[src/rtl/lcr_ram.sv]
`timescale 1ns / 1ps
// ----------------------------------------------------------------------------
// lcr_ram: generic simple dual-port RAM
// One write port, one read port, read data registered (old data on collision).
// ----------------------------------------------------------------------------
module lcr_ram #(
    parameter int WIDTH = 8,
    parameter int DEPTH = 16,
    localparam int AW = (DEPTH > 1) ? $clog2(DEPTH) : 1
) (
    input  logic             clk,
    input  logic             we,
    input  logic [AW-1:0]    waddr,
    input  logic [WIDTH-1:0] wdata,
    input  logic [AW-1:0]    raddr,
    output logic [WIDTH-1:0] rdata
);

    logic [WIDTH-1:0] mem [DEPTH];

    always_ff @(posedge clk)
    begin
        if (we)
        begin
            mem[waddr] <= wdata;
        end
        rdata <= mem[raddr];
    end

endmodule

[config.mk]
export PLATFORM = sky130hd
export DESIGN_NAME = lcr_ram
export DESIGN_NICKNAME = d
export VERILOG_FILES = /design/src/rtl/lcr_ram.sv
export SDC_FILE = /design/constraint.sdc
export NUM_CORES = 1
export LEC_CHECK = 0
export BUFFER_PORTS_ARGS = -buffer_cell sky130_fd_sc_hd__buf_2
export CAP_MARGIN = 10
export CORE_UTILIZATION = 40
export CTS_BUF_LIST = sky130_fd_sc_hd__clkbuf_8
export DETAILED_ROUTE_END_ITERATION = 6
export HOLD_SLACK_MARGIN = 0.05
export PLACE_DENSITY = 0.67
export SETUP_SLACK_MARGIN = 0.15
export SLEW_MARGIN = 20
export SYNTH_ARGS = -nofsm -noshare
export SYNTH_HDL_FRONTEND = slang
export SYNTH_SLANG_ARGS = --single-unit
[constraint.sdc]
create_clock -name clk -period 4.83 [get_ports clk]
set_input_delay 0.2415 -clock clk [delete_from_list [all_inputs] [get_ports clk]]
set_output_delay 0.2415 -clock clk [all_outputs]
set_load 0.02 [all_outputs]
After elaboration in Yosys (flattened, before gate mapping)
Memory sizes are Yosys's and may differ from the RTL's. A register that Yosys moved wholly into a read port is not among the register bits.
Cells that the tools add are included.
{"block": "totals", "memories": 1, "ramBits": 128, "reg_bits": 0, "in_bits": 18, "word_cells": 3}
{"block": "op_classes", "mux": 2}
{"memory": "mem", "depth": 16, "word_bits": 8, "rd": 1, "rd_ports_with_merged_regs": 1, "write_ports": 1, "line_no": "19", "source": "logic [WIDTH-1:0] mem [DEPTH];"}
{"operator": "$mux 1", "n": 2}

Depth between registers and ports, before layout
Gate-level depths: netlist (run 1).
{"block": "logic_depth", "depth_word": 2, "mapped_depth": 5}

Worst setup path after synthesis (run 1)
Ideal clock, no wire load.
{"block": "synth_path", "path_kind": "input-to-reg", "start": "in waddr[2]", "end": "mem mem[0][0] (enable)", "n_path_buf": 0, "cell_stages": 2, "slack_ns": 3.096, "t_arrival_ns": 1.351, "cell_sequence": "or3b_2 -> nor3_1"}
{"item": "from (decl)", "line_no": "13", "source": "input logic [AW-1:0] waddr,"}
{"item": "to (decl)", "line_no": "19"}
No word-level cell before the write port.

Worst setup path in the final report (run 1)
{"block": "layout_path", "start": "in waddr[2]", "end": "mem mem[2][2] (enable)"}
No word-level cell before the write port.

==> results of run 1 <==
==> final cells by class <==
| cell class | instances | area (um2) | share of cell area |
|---|---|---|---|
| timing repair buffer | 28 | 150 | 0.0255 |
| tap | 172 | 215 | 0.0365 |
| clock buffer | 21 | 289 | 0.0491 |
| clock inverter | 11 | 168 | 0.0285 |
| sequential | 136 | 4000 | 0.680 |
| multi-input combinational | 83 | 1060 | 0.180 |
==> flip-flops by register name, indices dropped and copies added, names as in the netlist <==
| signal | cells |
|---|---|
| mem | 128 |
| rdata | 8 |
==> cells in the mapped netlist <==
master,number
edfxtp_1,128
mux4_2,18
a22oi_1,16
mux4_1,14
nor2_1,13
nand2_1,9
dfxtp_1,8
nor3_1,4
buf_2,3
buf_6,3
clkdlybuf4s25_2,3
nand2b_1,2
nand3b_1,2
and2_1,1
and2b_1,1
buf_4,1
nand3_1,1
nor2b_1,1
or3b_2,1
==> critical path, delay by kind of cell <==
kind	cells	cell delay (ps)
simple gates	2	1220
buf+inv	1	110
==> worst max path at each step <==
stage	endpoint	slack [ps]	cells after the start
3_5_place_dp	rdata[3]	2530	4
3_3_place_gp	mem[0][4]	2500	3
2_1_floorplan	mem[0][0]	3100	2
4_1_cts	rdata[0]	3030	4
6_report	mem[2][2]	3300	3
5_1_grt	mem[3][3]	3280	3
==> cells by family (layout without fill, tap and decap cells) <==
kind of cell / count (synthesis) / after routing / synth area share
DFF: 136 / 136 / 0.778
muxes: 32 / 32 / 0.150
and+or+nand+nor: 35 / 35 / 0.0318
buffers and inverters: 10 / 60 / 0.0168
AOI/OAI and AO/OA: 16 / 16 / 0.0233
==> per-layer routing <==
| layer | vias up | share of wire | global-route usage |
|---|---|---|---|
| li1 | 1043 | - | - |
| met1 | 1200 | 0.43 | 0.210 |
| met2 | 87 | 0.48 | 0.240 |
| met3 | 17 | 0.070 | 0.0549 |
| met4 | 0 | 0.019 | 0.0701 |
| met5 | - | 0 | 0 |
==> power by group <==
group	switching, uW	internal [uW]
Combinational	74.8	47.6
Sequential	8.75	1320
Clock	420	618
==> per-stage QoR <==
| stage | worst slack (ps) | cell area [um2] |
|---|---|---|
| 6_report | 3300 | 5890 |
| 3_5_place_dp | 2530 | 5430 |
| 3_3_place_gp | 2500 | 5420 |
| 5_1_grt | 3280 | 5890 |
| 2_1_floorplan | 3100 | 5150 |
| 4_1_cts | 3030 | 5890 |
==> reports/metrics.csv, run 1 <==
metric;value;unit
stdcell_count;451;
io_pins;26;
yosys_warnings;0;
synth.distinct_cells;19;
insertedDiodeCount;0;
path_max_fanout;8;
cap_violations;0;
synthCells;229;
ctsHoldBuffers;0;
post-route-util;0.468;
synthesis.area;5150;um2
cts_tree;yes;
cts.clk_slew.worst_paths;80;ps
dieHeight;115;um
grt_pass1_wl;14.4;mm
reg2reg_slack;3490;ps
drt_wl_total;9.45;mm
cts_inserted_buffers;17;
overflow;0;
leakage;0.00194;uW
required;4890;ps
synth_seq_cells;136;
whs;188;ps
dieArea;13300;um2
start_util;0.410;
fmax;0.655;GHz
tns;0;ps
syn-num-nets;247;
reg2reg_from;mem[1][3];
period_share;0.316;
layout.nets;284;
status;completed;
die_w;115;um
hold_path_depth;1;
wl_per_cell;20.9;um
rsz0062_at_grt;false;
post_synth.cell_area_avg;22.5;um2
layout_commonest_cell;edfxtp_1;
drive_gt1_frac;0.287;
gp_congestion;0.704;
hp-class;input pin to flip-flop;
ys_top_cells_by_area;edfxtp_1 (75%), mux4_2 (7.9%), mux4_1 (7.1%);
grt_pass1_vias;2444;
ys_seq_area_frac;0.778;
maxSlewHeadroom;0.328;
crit_start;waddr[2];
cts-root-buf;clkbuf_8;
row_count;41;
cts_buffer_depth;2;
nFillCells;1034;
max_stage_delay;700;ps
yosysTopAreaCellShare;0.747;
drtIter0Drc;173;
ir_worst_vdd;0.143;mV
grt_antenna_before_repair;0;
setup_viol;0;
reg2reg_depth;3;
cts.sinks;136;
vias_per_cell;5.20;
area_delta_synth_final;14.4;%
final_cell_mix;edfxtp_1 (128), buf_2 (24), clkbuf_8 (21);
finClkSkew;12.0;ps
worstReg2RegEnd;rdata[3];
path_cells;buf_2, or3b_2, nor2_1;
grt_usage;0.159;
drv_slew;0;
grt_max_degree;33;
core;12600;um2
place_hpwl;5.77;mm
htreeDepth;4;
first_pass_iters;4;
powerDensity;422;nW/um2
num_vias;2347;
portBuffers;25;
finalCriticalPeriod;1530;ps
arrival;1580;ps
post-route-drc-count;0;
cts_resized;0;
end_kind;flip-flop;
slowest_stage;nor2_1;
numPlacedInstances;419;
synth.largest_area_cell;edfxtp_1;
hold_violations;0;
holdPathEnd;mem[8][6];
ant_nets;0;
min-delay-start;wdata[6];
cts_setup_buffers;0;
worstMarginPinSlew;1000;ps
crit_path_start_kind;input pin;
crit_type;input pin to flip-flop;
finalPower;2490;uW
clk_latency;430;ps
(Power assumes the default switching activity.)
==> run 2: changes to the inputs <==
--- a/config.mk
+++ b/config.mk
@@ -5,13 +5,14 @@
 export SDC_FILE = /design/constraint.sdc
 export NUM_CORES = 1
 export LEC_CHECK = 0
+export ABC_AREA = 1
 export BUFFER_PORTS_ARGS = -buffer_cell sky130_fd_sc_hd__buf_2
 export CAP_MARGIN = 10
 export CORE_UTILIZATION = 40
 export CTS_BUF_LIST = sky130_fd_sc_hd__clkbuf_8
 export DETAILED_ROUTE_END_ITERATION = 6
 export HOLD_SLACK_MARGIN = 0.05
-export PLACE_DENSITY = 0.67
+export PLACE_DENSITY = 0.69
 export SETUP_SLACK_MARGIN = 0.15
 export SLEW_MARGIN = 20
 export SYNTH_ARGS = -nofsm -noshare
==> constraint.sdc (replaced) <==
create_clock -name clk -period 1.3 [get_ports clk]
set_input_delay 0.065 -clock clk [delete_from_list [all_inputs] [get_ports clk]]
set_output_delay 0.065 -clock clk [all_outputs]
set_load 0.02 [all_outputs]
==> run 2 against run 1 <==
  * Worst hold slack worse by 49 ps
  * Setup slack worse by 3100 ps
  * Final cell count increased by 77%
  * Critical endpoint is now rdata[1]
  * Critical path type is now flip-flop to primary output
  * Largest power group unchanged
==> reports/metrics.csv, run 2 <==
metric;value;unit
status;completed;
ys_top_cells_by_area;edfxtp_1 (67%), nand2_1 (11%), nand3_1 (8.4%);
layout.nets;623;
path_max_fanout;1;
combPwrFrac;0.072;
reg2reg_slack;350;ps
first_pass_iters;4;
synth_common_cells;nand2_1 (173), edfxtp_1 (128), inv_1 (100);
pre_cts_slack;206;ps
crit_start;rdata[1];
largest_register;mem;
start_util;0.412;
fmax;0.904;GHz
htreeDepth;4;
slowest_stage;dfxtp_1;
ir_worst_vdd;0.577;mV
drive_gt1_frac;0.131;
critical_path.top_delay_family;flip-flops;
vias_per_cell;4.72;
io_pins;26;
holdPathEnd;rdata[3];
min-delay-start;raddr[2];
arrival;1040;ps
synthesis.area;5770;um2
drt_wl_total;12.1;mm
p_seq_frac;0.554;
clockPowerShare;0.374;
synthCells;551;
core;14000;um2
die_w;122;um
num_vias;3763;
hold_violations;0;
setup_slack;194;ps
synthMostInstantiatedCell;nand2_1;
synth.distinct_cells;12;
post-route-drc-count;0;
yosys_warnings;0;
clk_latency;440;ps
synthFlopType;edfxtp_1;
cap_violations;0;
synth_edf_count;128;
grt_max_degree;65;
row_count;43;
grt_antenna_before_repair;0;
cts-root-buf;clkbuf_8;
grt_usage;0.178;
critical_path_depth;1;
dieHeight;122;um
setup_viol;0;
cts_resized;0;
worstMarginPinSlew;325;ps
max_stage_delay;400;ps
drv_slew;0;
gp_congestion;0.756;
rsz0062_at_grt;false;
ys_seq_area_frac;0.694;
reg2reg_depth;6;
end_kind;primary output;
period_share;0.850;
maxSlewHeadroom;0.783;
path_buf_inv;1;
cts_tree;yes;
drtIter0Drc;392;
grt_pass1_wl;19.3;mm
ant_nets;0;
crit_type;flip-flop to primary output;
crit_path_start_kind;flip-flop;
finClkSkew;9.57;ps
area_delta_synth_final;15.5;%
hp-class;input pin to flip-flop;
internal_power;6920;uW
reg2reg_from;mem[3][7];
finalCriticalPeriod;1110;ps
cts_inserted_buffers;17;
grt_pass1_vias;3751;
wl_per_cell;15.1;um
worstReg2RegEnd;rdata[7];
path_cells;buf_2;
cts.clk_slew.worst_paths;70;ps
insertedDiodeCount;0;
synth.largest_area_cell;edfxtp_1;
powerDensity;1340;nW/um2
yosysTopAreaCellShare;0.667;
overflow;0;
power_switching;1980;uW
synth_seq_cells;136;
tns;0;ps
syn-num-nets;569;
portBuffers;25;
layout_commonest_cell;nand2_1;
swShare;0.222;
reg_top3;mem x128, rdata x8;
post_synth.cell_area_avg;10.5;um2
required;1240;ps
dieArea;14900;um2
synthArstFlopShare;0;
largest_reg_flops;128;
hold_path_depth;5;
cts.sinks;136;
place_hpwl;7.81;mm
leakage;0.00291;uW
cts_buffer_depth;2;
final_cell_mix;nand2_1 (173), edfxtp_1 (128), inv_1 (103);
run 2: logic make-up (layout without fill, tap and decap cells):
family / after synthesis / count (layout) / synth area share
simple gates: 289 / 289 / 0.210
buf+inv: 126 / 193 / 0.0952
flops: 136 / 136 / 0.694
run 2: per-stage QoR:
| step | hold WS, ps | utilization | std cells | total power (uW) | area, um2 |
|---|---|---|---|---|---|
| floorplan | 164 | - | 551 | 5400 | 5770 |
| global placement | 443 | 0.442 | 757 | 5630 | 6190 |
| detailed placement | 441 | 0.442 | 757 | 5650 | 6190 |
| CTS | 126 | 0.476 | 798 | 8950 | 6660 |
| global route | 152 | 0.476 | 798 | 9190 | 6660 |
| finish | 139 | 0.476 | 798 | 8900 | 6660 |
run 2: per-layer routing:
metal	routed length, um	up-vias	track usage
met4	109	0	0.0526
met3	719	10	0.0454
met2	5970	86	0.294
met5	0	-	0
li1	-	1876	-
met1	5250	1791	0.231
run 2: tightest hold or removal path, stage by stage:
cell and delay, ps:
buf_2 90, inv_1 150, nand3_1 130, nand3_1 60, nand2_1 50
run 2: area by class of cell:
cell class                      instances  area, um2
Clock inverter                         12        109
Fill cell                            1301       7330
Sequential cell                       136       4000
Clock buffer                           20        275
Tap cell                              180        225
Multi-Input combinational cell        289       1210
Inverter                              102        383
Timing Repair Buffer                   59        453
run 2: power by group through the flow:
stage / combinational [uW] / clock (uW) / sequential (uW)
after floorplan: 346 / 0 / 5050
final: 636 / 3330 / 4930
after global routing: 714 / 3530 / 4940
after global placement: 604 / 0 / 5030
after detailed placement: 618 / 0 / 5030
after CTS: 642 / 3370 / 4940
run 2: how the worst max path moves through the flow:
stage | endpoint | slack, ps
4_1_cts | rdata[1] | 180
2_1_floorplan | mem[10][0] | 280
6_report | rdata[1] | 190
3_3_place_gp | rdata[2] | 230
3_5_place_dp | rdata[2] | 210
5_1_grt | rdata[1] | 170
run 2: repair_timing:
item	in CTS	in global routing
buffers inserted	0	0
hold buffers	9	0
endpoints found under the hold margin	136	0
==> run 3: changes to the inputs <==
--- a/config.mk
+++ b/config.mk
@@ -5,14 +5,13 @@
 export SDC_FILE = /design/constraint.sdc
 export NUM_CORES = 1
 export LEC_CHECK = 0
-export ABC_AREA = 1
-export BUFFER_PORTS_ARGS = -buffer_cell sky130_fd_sc_hd__buf_2
 export CAP_MARGIN = 10
 export CORE_UTILIZATION = 40
 export CTS_BUF_LIST = sky130_fd_sc_hd__clkbuf_8
 export DETAILED_ROUTE_END_ITERATION = 6
+export DONT_BUFFER_PORTS = 1
 export HOLD_SLACK_MARGIN = 0.05
-export PLACE_DENSITY = 0.69
+export PLACE_DENSITY = 0.67
 export SETUP_SLACK_MARGIN = 0.15
 export SLEW_MARGIN = 20
 export SYNTH_ARGS = -nofsm -noshare
==> run 3 against run 2 <==
  * Utilization about the same
  * Power decreased by 0.37%
  * First-iteration DRC count decreased by 29%
  * Sequential power increased by 0.8%
  * Clock-buffer cell count decreased by 3
  * Die area decreased by 11%
  * Register-to-register slack got worse by 330 ps
  * Wire length decreased by 16%
  * The run now ends with negative hold slack left
  * Combinational power decreased by 39%
  * Largest cell class unchanged
  * Worst hold slack got worse by 190 ps
==> reports/metrics.csv, run 3 (synthesis gave the netlist of run 1 again) <==
metric;value;unit
finalCriticalPeriod;1280;ps
rsz0062_at_grt;true;
vias_per_cell;5.33;
core;12600;um2
required;1600;ps
use_met2;0.282;
insertedDiodeCount;0;
largest_register;mem;
ctsHoldBuffers;10;
drt_wl_total;10.1;mm
grt_max_degree;33;
io_pins;26;
largest_reg_flops;128;
cts_buffer_depth;2;
grt_pass1_vias;2514;
grt_util_met1;0.215;
ir_worst_vdd;0.708;mV
cts.clk_slew.worst_paths;80;ps
ant_nets;0;
met3_usage;0.0382;
cts_setup_buffers;0;
path_max_fanout;1;
drtIter0Drc;278;
worstMarginPinSlew;861;ps
gp_congestion;0.689;
end_kind;flip-flop;
die_w;115;um
nFillCells;1039;
area_delta_synth_final;16.3;%
crit_path_start_kind;flip-flop;
setup_viol;0;
layout.nets;283;
reg_top3;mem x128, rdata x8;
maxSlewHeadroom;0.425;
overflow;0;
final_cell_mix;edfxtp_1 (128), mux4_2 (31), clkbuf_8 (17);
fmax;0.779;GHz
finalPower;8870;uW
violations;negative hold slack;
clk_latency;420;ps
leakage;0.00190;uW
whs;-48.2;ps
portBuffers;0;
finClkSkew;8.71;ps
cap_violations;0;
grt_antenna_before_repair;0;
place_area;5480;um2
cts.sinks;136;
cts-root-buf;clkbuf_8;
place_hpwl;5.89;mm
status;finished with violations;
cts_inserted_buffers;17;
dieHeight;115;um
design_area;5990;um2
post-route-drc-count;0;
row_count;41;
start_util;0.410;
hp-class;input pin to flip-flop;
grt_usage;0.169;
grt_pass1_wl;15.2;mm
wl_per_cell;22.4;um
period_share;0.987;
num_vias;2398;
drive_gt1_frac;0.345;
htreeDepth;4;
busiest_layer;met2;
hold_violations;8;
cts_tree;yes;
drv_slew;0;
powerDensity;1480;nW/um2
arrival;1590;ps
first_pass_iters;4;
layout_commonest_cell;edfxtp_1;
crit_type;flip-flop to flip-flop;
dieArea;13300;um2
[run 3: through the flow]
stage / setup WS [ps] / instances / util / setup TNS [ps]
3_5_place_dp: -64.2 / 408 / 0.436 / -147
2_1_floorplan: 98.5 / 229 / - / 0
5_1_grt: -39.0 / 450 / 0.476 / -70.9
3_3_place_gp: -70.9 / 408 / 0.436 / -104
4_1_cts: -0.448 / 450 / 0.476 / -0.448
6_report: 16.5 / 450 / 0.476 / 0
[run 3: area by class of cell]
cell class              instances  area [um2]  share of cell area
flip-flops and latches        136        4000               0.669
multi-input cells              83        1090               0.182
repair buffers                 27         265              0.0443
clock buffers                  17         234              0.0391
well taps                     172         215              0.0360
clock inverters                15         175              0.0293
[run 3: worst paths after layout]
kind	startpoint	end	slack [ps]	cells after the start
worst max-delay path	mem[3][4]	rdata[4]	20	3
worst min-delay path	raddr[1]	rdata[5]	-50	3
worst max register to register	mem[3][4]	rdata[4]	20	3
worst min register to register	mem[15][5]	rdata[5]	680	3
[run 3: critical path, stage by stage (launching register included)]
cell      delay (ps)
edfxtp_1         370
mux4_2           480
a22oi_2          210
nand2_2          100
[run 3: routing by layer]
layer / up-vias / share of wire
met5: - / 0
met4: 0 / 0.0082
met3: 7 / 0.045
met2: 67 / 0.51
met1: 1290 / 0.43
li1: 1034 / -
[run 3: repair_timing]
item | 4_1_cts | 5_1_grt
gates resized for setup | 14 | 9
endpoints found under the hold margin | 168 | 8
gates cloned | 0 | 0
pin swaps | 5 | 2
endpoints found under the setup margin | 8 | 8
[run 3: report_power, final]
group | leakage (uW) | internal, uW | switching [uW]
Sequential | 0.00122 | 4900 | 70.4
Combinational | 0.000469 | 190 | 198
Clock | 0.000206 | 1910 | 1610
Total | 0.00190 | 6990 | 1870
